--- src/rtl/clnws_pkg.sv ---
// ----------------------------------------------------------------------------
// clnws_pkg
// Shared types and constants for the character LCD nibble write sequencer.
// ----------------------------------------------------------------------------
package clnws_pkg;

  // request beat
  typedef struct packed {
    logic       func;
    logic [7:0] value;
    logic       reg_select;
  } in_item_t;

  // pin event beat
  typedef struct packed {
    logic        rs_pin;
    logic [3:0]  data_pins;
    logic        en_pin;
    logic [15:0] hold_us;
    logic        last;
  } out_item_t;

  // request codes
  localparam logic FUNC_WRITE = 1'b0;
  localparam logic FUNC_INIT  = 1'b1;

  // configuration register indexes
  typedef enum logic [1:0] {
    CFG_ENABLE_PULSE = 2'd0,
    CFG_NIBBLE_SETTLE = 2'd1,
    CFG_BYTE_GAP = 2'd2,
    CFG_UNUSED = 2'd3
  } cfg_idx_t;

  // configuration reset values
  localparam logic [7:0] ENABLE_PULSE_RST  = 8'd1;
  localparam logic [9:0] NIBBLE_SETTLE_RST = 10'd50;
  localparam logic [9:0] BYTE_GAP_RST      = 10'd200;

  // power-up sequence constants
  localparam logic [15:0] INIT_WAIT_US = 16'd60000;
  localparam logic [15:0] INIT_TAIL_US = 16'd37;
  localparam logic [15:0] MODE_EXTRA_US [4] = '{16'd50000, 16'd1000, 16'd37, 16'd37};
  localparam logic [3:0]  MODE_NIBBLE [4]   = '{4'h3, 4'h3, 4'h3, 4'h2};
  localparam logic [7:0]  INIT_BYTES [4]    = '{8'h28, 8'h0F, 8'h01, 8'h06};

  // event step landmarks
  localparam logic [4:0] INIT_BYTE_BASE = 5'd9;
  localparam logic [4:0] INIT_LAST_STEP = 5'd24;
  localparam logic [4:0] BYTE_LAST_STEP = 5'd3;

  // controller states
  typedef enum logic [2:0] {
    ST_IDLE  = 3'b001,
    ST_RUN   = 3'b010,
    ST_DRAIN = 3'b100
  } state_t;

  // controller to datapath
  typedef struct packed {
    logic       load;
    logic       emit;
    logic [4:0] step;
  } dp_cmd_t;

  // datapath to controller
  typedef struct packed {
    logic ev_last;
  } dp_status_t;

endpackage

--- src/rtl/clnws_ctrl.sv ---
// ----------------------------------------------------------------------------
// clnws_ctrl
// Sequencer controller: accepts requests, walks the event step counter and
// owns the output beat valid flag.
// ----------------------------------------------------------------------------
module clnws_ctrl
  import clnws_pkg::*;
(
  input  logic       clk,
  input  logic       rst_n,
  input  logic       in_valid,
  output logic       in_ready,
  output logic       out_valid,
  input  logic       out_ready,
  output dp_cmd_t    cmd,
  input  dp_status_t status
);

  state_t     state_r, state_nxt;
  logic [4:0] step_r, step_nxt;
  logic       ovalid_r, ovalid_nxt;
  logic       in_fire;
  logic       out_fire;
  logic       emit;

  // handshake terms
  assign in_ready = (state_r == ST_IDLE) || (state_r == ST_DRAIN);
  assign in_fire  = in_valid && in_ready;
  assign out_fire = ovalid_r && out_ready;
  assign emit     = (state_r == ST_RUN) && (!ovalid_r || out_ready);
  assign out_valid = ovalid_r;

  // datapath commands
  assign cmd.load = in_fire;
  assign cmd.emit = emit;
  assign cmd.step = step_r;

  // next state
  always_comb begin
    state_nxt  = state_r;
    step_nxt   = step_r;
    ovalid_nxt = ovalid_r;
    if (emit) begin
      ovalid_nxt = 1'b1;
    end else if (out_fire) begin
      ovalid_nxt = 1'b0;
    end
    unique case (state_r)
      ST_IDLE: begin
        if (in_fire) begin
          state_nxt = ST_RUN;
          step_nxt  = '0;
        end
      end
      ST_RUN: begin
        if (emit) begin
          if (status.ev_last) begin
            state_nxt = ST_DRAIN;
          end else begin
            step_nxt = step_r + 5'd1;
          end
        end
      end
      ST_DRAIN: begin
        if (in_fire) begin
          state_nxt = ST_RUN;
          step_nxt  = '0;
        end else if (out_fire) begin
          state_nxt = ST_IDLE;
        end
      end
      default: begin
        state_nxt = ST_IDLE;
      end
    endcase
  end

  // control registers
  always_ff @(posedge clk) begin
    if (!rst_n) begin
      state_r  <= ST_IDLE;
      step_r   <= '0;
      ovalid_r <= 1'b0;
    end else begin
      state_r  <= state_nxt;
      step_r   <= step_nxt;
      ovalid_r <= ovalid_nxt;
    end
  end

endmodule

--- src/rtl/clnws_datapath.sv ---
// ----------------------------------------------------------------------------
// clnws_datapath
// Timing registers, held request and event decode into the output register.
// ----------------------------------------------------------------------------
module clnws_datapath
  import clnws_pkg::*;
(
  input  logic       clk,
  input  logic       rst_n,
  input  logic       cfg_fire,
  input  cfg_idx_t   cfg_index,
  input  logic [15:0] cfg_data,
  input  in_item_t   in_item,
  input  dp_cmd_t    cmd,
  output dp_status_t status,
  output out_item_t  out_item
);

  logic [7:0]  enable_pulse_r;
  logic [9:0]  nibble_settle_r;
  logic [9:0]  byte_gap_r;
  logic        init_mode_r;
  logic [7:0]  held_byte_r;
  logic        held_select_r;
  out_item_t   out_r;
  out_item_t   ev;

  // configuration registers
  always_ff @(posedge clk) begin
    if (!rst_n) begin
      enable_pulse_r  <= ENABLE_PULSE_RST;
      nibble_settle_r <= NIBBLE_SETTLE_RST;
      byte_gap_r      <= BYTE_GAP_RST;
    end else if (cfg_fire) begin
      unique case (cfg_index)
        CFG_ENABLE_PULSE:  enable_pulse_r  <= cfg_data[7:0];
        CFG_NIBBLE_SETTLE: nibble_settle_r <= cfg_data[9:0];
        CFG_BYTE_GAP:      byte_gap_r      <= cfg_data[9:0];
        default: ;
      endcase
    end
  end

  // held request
  always_ff @(posedge clk) begin
    if (!rst_n) begin
      init_mode_r   <= 1'b0;
      held_byte_r   <= '0;
      held_select_r <= 1'b0;
    end else if (cmd.load) begin
      init_mode_r <= (in_item.func == FUNC_INIT);
      if (in_item.func == FUNC_WRITE) begin
        held_byte_r   <= in_item.value;
        held_select_r <= in_item.reg_select;
      end
    end
  end

  // event decode for the current step
  always_comb begin
    logic [4:0]  mstep;
    logic [4:0]  bstep;
    logic [7:0]  cur_byte;
    logic [1:0]  pos;
    logic [15:0] tail;
    logic [15:0] settle_gap;
    mstep      = cmd.step - 5'd1;
    bstep      = cmd.step - INIT_BYTE_BASE;
    settle_gap = 16'(nibble_settle_r) + 16'(byte_gap_r);
    cur_byte   = held_byte_r;
    pos        = cmd.step[1:0];
    tail       = '0;
    ev         = '0;
    if (init_mode_r) begin
      cur_byte = INIT_BYTES[bstep[3:2]];
      pos      = bstep[1:0];
      tail     = INIT_TAIL_US;
    end
    ev.rs_pin    = init_mode_r ? 1'b0 : held_select_r;
    ev.data_pins = pos[1] ? cur_byte[3:0] : cur_byte[7:4];
    ev.en_pin    = ~pos[0];
    ev.hold_us   = ev.en_pin ? 16'(enable_pulse_r)
                 : (settle_gap + (pos[1] ? tail : 16'd0));
    ev.last      = init_mode_r ? (cmd.step == INIT_LAST_STEP)
                               : (cmd.step == BYTE_LAST_STEP);
    priority if (init_mode_r && cmd.step == 5'd0) begin
      // opening idle wait
      ev.data_pins = '0;
      ev.en_pin    = 1'b0;
      ev.hold_us   = INIT_WAIT_US;
    end else if (init_mode_r && cmd.step < INIT_BYTE_BASE) begin
      // mode nibbles
      ev.data_pins = MODE_NIBBLE[mstep[2:1]];
      ev.en_pin    = ~mstep[0];
      ev.hold_us   = mstep[0] ? (16'(nibble_settle_r) + MODE_EXTRA_US[mstep[2:1]])
                              : 16'(enable_pulse_r);
    end else begin
    end
  end

  assign status.ev_last = ev.last;

  // output register
  always_ff @(posedge clk) begin
    if (cmd.emit) begin
      out_r <= ev;
    end
  end

  assign out_item = out_r;

endmodule

--- src/rtl/char_lcd_nibble_write_sequencer.sv ---
// ----------------------------------------------------------------------------
// char_lcd_nibble_write_sequencer
// Turns byte-write and power-up requests into timed pin events for a
// character LCD on a 4-bit bus.
// ----------------------------------------------------------------------------
// A byte write yields four pin event beats (high nibble pulse and settle,
// then low nibble pulse and settle); an init request yields 25 beats of the
// fixed power-up sequence, with last set on the final one. Once a request is
// accepted, the controller produces one event beat per cycle into a single
// output register while the sink takes the beats; a beat that the sink holds
// off stalls the run until it is taken. The next request is accepted in the
// cycle after the final beat of the current run is loaded into the output
// register, while that beat may still wait for the sink. Configuration writes
// are always ready and should be made only while no run is in progress;
// writes to an index past the third register are ignored.
// ----------------------------------------------------------------------------
module char_lcd_nibble_write_sequencer
  import clnws_pkg::*;
(
  input  logic        clk,
  input  logic        rst_n,
  input  logic        in_valid,
  output logic        in_ready,
  input  in_item_t    in_data,
  output logic        out_valid,
  input  logic        out_ready,
  output out_item_t   out_data,
  input  logic        cfg_valid,
  output logic        cfg_ready,
  input  logic [1:0]  cfg_index,
  input  logic [15:0] cfg_data
);

  dp_cmd_t    cmd;
  dp_status_t status;
  logic       cfg_fire;

  // configuration beats are taken every cycle
  assign cfg_ready = 1'b1;
  assign cfg_fire  = cfg_valid && cfg_ready;

  clnws_ctrl u_ctrl (
    .clk       (clk),
    .rst_n     (rst_n),
    .in_valid  (in_valid),
    .in_ready  (in_ready),
    .out_valid (out_valid),
    .out_ready (out_ready),
    .cmd       (cmd),
    .status    (status)
  );

  clnws_datapath u_datapath (
    .clk       (clk),
    .rst_n     (rst_n),
    .cfg_fire  (cfg_fire),
    .cfg_index (cfg_idx_t'(cfg_index)),
    .cfg_data  (cfg_data),
    .in_item   (in_data),
    .cmd       (cmd),
    .status    (status),
    .out_item  (out_data)
  );

endmodule

--- config.mk ---
export PLATFORM = sky130hd
export DESIGN_NAME = char_lcd_nibble_write_sequencer
export DESIGN_NICKNAME = d
export VERILOG_FILES = /design/src/rtl/clnws_pkg.sv /design/src/rtl/clnws_ctrl.sv /design/src/rtl/clnws_datapath.sv /design/src/rtl/char_lcd_nibble_write_sequencer.sv
export SDC_FILE = /design/constraint.sdc
export NUM_CORES = 1
export LEC_CHECK = 0
export ABC_CLOCK_PERIOD_IN_PS = 3500
export BUFFER_PORTS_ARGS = -buffer_cell sky130_fd_sc_hd__buf_2
export CAP_MARGIN = 20
export CORE_AREA = 2 2 95 97
export CTS_CLUSTER_DIAMETER = 100
export DETAILED_ROUTE_END_ITERATION = 16
export DIE_AREA = 0 0 97 99
export PLACE_DENSITY = 0.69
export SYNTH_ARGS = -nofsm -noshare
export SYNTH_HDL_FRONTEND = slang
export SYNTH_SLANG_ARGS = --single-unit
--- constraint.sdc ---
create_clock -name clk -period 3.5 [get_ports clk]
set_input_delay 0.7 -clock clk [delete_from_list [all_inputs] [get_ports clk]]
set_output_delay 0.7 -clock clk [all_outputs]
set_load 0.05 [all_outputs]
---- Word-level counts from Yosys, hierarchy flattened ----
Cells that the tools add are included.
word-level totals
  flip-flop bits (word level) ............. 70
  word-level logic and storage cells ...... 90
  input bits .............................. 33
cells by class
  bitwise logic cells ..................... 5
  $add $sub $neg .......................... 6
  muxes and demuxes ....................... 30
  $lt $le $gt $ge ......................... 3
  reduce and logical (&&, ||, !) cells .... 19
  equality and inequality tests ........... 13
operators by type and width
  operator                                                  number
  two-way mux 16 bit                                        4
  binary-select mux 16 bit (select 2 bit)                   1
  two-way mux 8 bit                                         3
  two-way mux 21 bit                                        1
  adder 10 x 16 -> 16 bit                                   1
  adder 16 bit                                              1
  binary-select mux 8 bit (select 2 bit)                    1
  two-way mux 3 bit                                         5
  two-way mux 5 bit                                         3
  two-way mux 4 bit                                         3
  two-way mux 6 bit                                         2
  adder 10 x 10 -> 11 bit                                   1
  case mux 5 bit (2 select lines)                           1
  case mux 3 bit (3 select lines)                           1
  binary-select mux 4 bit (select 2 bit)                    1
  AND reduction 2 bit                                       4
  AND reduction 4 bit                                       2
  greater-or-equal comparator 3 bit, second input constant  2
  inequality test 2 x 1 -> 1 bit, second input constant     3
  NOT 2 -> 3 bit                                            2
  adder 5 x 1 -> 5 bit, second input constant               1
  == test 5 x 2 -> 1 bit, second input constant             1
  == test 5 bit, second input constant                      1
  logical AND 1 bit                                         5
  19 further kinds                                          26

---- Logic depth before layout (Yosys ltp) ----
  word-level depth ........................ 8
  gate-level depth with buffers ........... 15

---- Hierarchy ----
From an unflattened synthesis, not the netlist that was laid out.
unflattened totals
  cell total of the unflattened synthesis .. 472
  area, all modules ....................... 4212.8 um^2
modules (own cells, without submodules)
  module                           times used  seq. area each (um^2)  cells an instance  area an instance (um^2)
  clnws_datapath                   1           1391.3                 408                3681.0
  clnws_ctrl                       1           180.2                  62                 520.5
  char_lcd_nibble_write_sequencer  1           0.0                    2                  11.3

---- Least setup slack after synthesis ----
Ideal clock, no wire load.
  path type ............................... input -> register
  from .................................... input port out_ready
  to ...................................... register u_ctrl.step_r[3]
  slack ................................... 219 ps
  cell stages on the path ................. 7
  library setup time ...................... 118 ps
  arrival ................................. 3163 ps
  data required time ...................... 3382 ps
  path through ............................ nor2b_1 -> nor3_1 -> inv_1 -> o21ai_1 -> nand4_1 -> xor2_1 -> nor2_1
RTL lines
  item                  line                                   source
  from (decl)           char_lcd_nibble_write_sequencer.sv:26  input logic out_ready,
  to (signal assigned)  clnws_ctrl.sv:86                       step_r <= step_nxt;
  to (decl)             clnws_ctrl.sv:20                       logic [4:0] step_r, step_nxt;

---- Worst setup path after layout ----
  from .................................... register u_datapath.nibble_settle_r[0]
  to ...................................... register u_datapath.out_r (netlist bit u_datapath.out_item[10]) (data pin)
on the way
  word-level cells in the longest chain between the ends .. 4
  elaborated cells on any way between the ends .. 6
  those cells by class .................... add/sub: 3; mux: 3
RTL lines
  item                     line                   source
  from (decl)              clnws_datapath.sv:20   logic [9:0] nibble_settle_r;
  from (signal assigned)   clnws_datapath.sv:37   CFG_NIBBLE_SETTLE: nibble_settle_r <= cfg_data[9:0];
  adder 10 x 10 -> 11 bit  clnws_datapath.sv:69   settle_gap = 16'(nibble_settle_r) + 16'(byte_gap_r);
  adder 16 bit             clnws_datapath.sv:83   : (settle_gap + (pos[1] ? tail : 16'd0));
  two-way mux 16 bit       clnws_datapath.sv:82   ev.hold_us = ev.en_pin ? 16'(enable_pulse_r)
  two-way mux 21 bit (*)   clnws_datapath.sv:91   end else if (init_mode_r && cmd.step < INIT_BYTE_BASE) begin
  to (signal assigned)     clnws_datapath.sv:106  out_r <= ev;
  to (decl)                clnws_datapath.sv:25   out_item_t out_r;
Mark *: on every way between the ends. The rest lies on a longest branch, timed or not.
A chain may end at the register's enable or synchronous reset.

==> impl_metrics.yaml <==
die:
  rows: 34
  chipWidth_um: 97
  core_area_sq_mm: 0.00855
  io-pin-count: 59
  fp.dieH_um: 99
  start_util_pct: 47.8
  die_area_sq_mm: 0.00960
synth:
  synth_nets: 518
  synth_area_leaders: "dfxtp_1 (23%), edfxtp_1 (15%), ha_1 (8.6%)"
  yosysMostFrequentCell: "nand2_1"
  ys_seq_area_share_pct: 38.4
  synthesis.area_sq_mm: 0.00409
  synth.avg_cell_area_sq_um: 8.96
  yosys.area.top_type: "dfxtp_1"
  ys_async_sr_fraction_pct: 0
  yosysTopAreaCellShare_pct: 23.0
  synth-edff-count: 21
  synth-warning-count: 0
  yosys-top-cells-count: "nand2_1 (68), dfxtp_1 (47), nor2_1 (29)"
  synthFlopType: "dfxtp_1"
  yosysUniqueCellTypes: 57
  syn_inst: 456
  synth-seq-cells: 68
min_path:
  min_from: "u_datapath.byte_gap_r[9]"
  hold_path_end: "u_datapath.byte_gap_r[9]"
  worstHoldPathCells: 2
  hp-class: "reg2reg"
clock_tree:
  insertion_delay_ns: 0.36
  clock_path_buffers: 2
  root_buffer: "clkbuf_8"
  cts_sinks: 68
  hold_buffers: 0
  htreeDepth: 3
  cts_resized: 0
  path_clk_slew_ns: 0.08
  cts_tree: "built"
  post_cts_buffers: 0
  cts_buffers: 9
global_routing:
  grt_util_all_layers_pct: 18.8
  grt_max_degree: 44
  grt_pass1_vias: 3067
  grt_pass1_wl_um: 14500
  grt_overflow: 0
  antenna_found_initial: 0
drt:
  first_iter_violations: 167
  vias_per_cell: 5.41
  ant_nets: 0
  drt_pass1_iterations: 4
  routedWlPerCell_um: 14.2
  vias: 3350
  drc_errors: 0
  wirelength_um: 8810
timing:
  layout_min_cycle_time_ns: 3.27
  final.period_utilization_pct: 93.4
  max_clock_freq_mhz: 306
  fin_tns_setup_ns: 0
  skew_ns: 0.0103
  rsz0062_at_grt: "false"
  worst_pin_slew_ns: 0.845
  slew_headroom_pct: 43.5
  setup_viol: 0
  slew_violations: 0
  finalHoldViolCount: 0
power:
  power.density_mw_per_mm2: 393
  p_leak_uw: 0.00189
  peakVddDrop_uv: 230
worst_setup_path:
  path_buf_inv: 0
  rr_worst_depth: 11
  path_cells: "ha_1 > fa_1 > xor2_1 > ha_1 > a31oi_1 > o21bai_1 > nor4_1 > o211ai_1 > nor3b_2 > xor2_1 > o21ai_1"
  cpMaxStageDelayCell: "fa_1"
  crit_path_start_kind: "flip-flop"
  critPathMaxFanout: 3
  crit_type: "reg2reg"
  r2r-start: "u_datapath.nibble_settle_r[0]"
  arrival_ns: 3.38
  reg2reg_to: "u_datapath.out_item[10]"
  required_ns: 3.61
  crit_family: "adder cells"
  critical_path.max_stage_delay_ns: 0.44
  crit_path_end_kind: "flip-flop"
  rrSetupSlack_ns: 0.23
final_layout:
  layout-drive-gt1-share_pct: 17.6
  diodes: 0
  area.sequential_sq_mm: 0.00157
  areaGrowthSynthToFinish_pct: 13.1
  fin_util_pct: 54.1
  fin_nets: 569
  nFillCells: 814
  multi_input_area_sq_mm: 0.00238
placed_design:
  place_hpwl_um: 6730
  place.gp.congestion: 0.848
  io_buffer_count: 50
status:
  outcome: "completed"
flow_run:
  maxCapViolCount: 0
[area by class of cell]
| class | count | share of cell area (%) |
|---|---|---|
| Clock buffer | 9 | 2.68 |
| Inverter | 14 | 1.14 |
| Timing Repair Buffer | 59 | 6.87 |
| Tap cell | 108 | 2.92 |
| Multi-Input combinational cell | 355 | 51.6 |
| Sequential cell | 68 | 34.0 |
| Clock inverter | 6 | 0.839 |
[where the power goes]
group,leakage (uW),internal [uW],switching (uW)
logic,0.00123,151,234
registers,0.000573,850,22.4
clock network,0.0000861,253,308
[state kept, by name, summed over array words and instances (netlist names)]
name,cells
u_ctrl.state_r,3
u_ctrl.out_valid,1
u_datapath.out_item,21
u_datapath.held_byte_r,8
u_ctrl.step_r,5
u_datapath.enable_pulse_r,8
u_datapath.byte_gap_r,10
u_datapath.nibble_settle_r,10
u_datapath.held_select_r,1
u_datapath.init_mode_r,1
[routing by layer]
metal  GRT usage (%)  up-vias  part of all wire [%]
met5               0        -                     0
met2            29.3       87                    44
met3            4.89        8                   6.3
met1            25.9     1546                    48
li1                -     1709                     -
met4            5.53        0                   1.2
[logic make-up after synthesis]
kind of cell             synth area share, %
AND/OR/NAND/NOR                         19.8
AO/OA/AOI/OAI                           16.7
flip-flops                              38.4
buffers and inverters                   3.34
adder cells (fa/ha/maj)                 9.06
XOR/XNOR                                5.79
multiplexers                            6.67
other                                  0.184
[layout by cell type, fill, tap and decap left out, types with 3 or more instances in the layout]
| cell | Yosys | final |
|---|---|---|
| nor3_1 | 5 | 4 |
| mux2i_1 | 25 | 25 |
| clkbuf_8 | 0 | 9 |
| inv_1 | 14 | 14 |
| a21o_1 | 3 | 3 |
| ha_1 | 28 | 28 |
| nand4_1 | 3 | 3 |
| a21boi_0 | 15 | 15 |
| a21oi_1 | 26 | 26 |
| buf_4 | 3 | 9 |
| nand3_1 | 12 | 12 |
| dfxtp_1 | 47 | 47 |
| xnor2_1 | 14 | 14 |
| and3_1 | 3 | 3 |
| o21ai_0 | 20 | 20 |
| nor2_1 | 29 | 29 |
| nand2_1 | 68 | 68 |
| edfxtp_1 | 21 | 21 |
| buf_2 | 1 | 50 |
| nor2b_1 | 23 | 23 |
| xor2_1 | 13 | 13 |
| o21ai_1 | 6 | 6 |
| a31oi_1 | 8 | 8 |
| nand2b_1 | 6 | 6 |
| o31ai_1 | 3 | 3 |
| o22ai_1 | 4 | 4 |
[through the flow]
| stage | std cells | area [sq um] | hold WS, ns | setup WS, ns | power, uW |
|---|---|---|---|---|---|
| finish | 619 | 4620 | 0.472 | 0.232 | 1820 |
| global route | 619 | 4620 | 0.500 | 0.0250 | 1920 |
| CTS | 619 | 4620 | 0.480 | 0.210 | 1830 |
| detailed placement | 604 | 4460 | 0.463 | 0.226 | 1270 |
| global placement | 604 | 4460 | 0.460 | 0.310 | 1260 |
| floorplan | 456 | 4090 | 0.447 | 0.219 | 1180 |
[worst max-delay path by stage]
stage                                             start                       to  slack (ns)  cells after the start
after floorplan                               out_ready         u_ctrl.step_r[3]        0.22                      7
after global placement    u_datapath.nibble_settle_r[0]  u_datapath.out_item[10]        0.31                     11
after detailed placement  u_datapath.nibble_settle_r[0]  u_datapath.out_item[10]        0.23                     11
after CTS                 u_datapath.nibble_settle_r[0]  u_datapath.out_item[10]        0.21                     11
after global routing      u_datapath.nibble_settle_r[0]  u_datapath.out_item[10]        0.03                     11
final                     u_datapath.nibble_settle_r[0]  u_datapath.out_item[10]        0.23                     11
[worst register-to-register path, cell delays in order (launching register included)]
cell,delay [ns]
dfxtp_1,0.34
ha_1,0.24
fa_1,0.44
xor2_1,0.19
ha_1,0.33
a31oi_1,0.12
o21bai_1,0.19
nor4_1,0.44
o211ai_1,0.20
nor3b_2,0.27
xor2_1,0.19
o21ai_1,0.07
(Power assumes the default switching activity.)
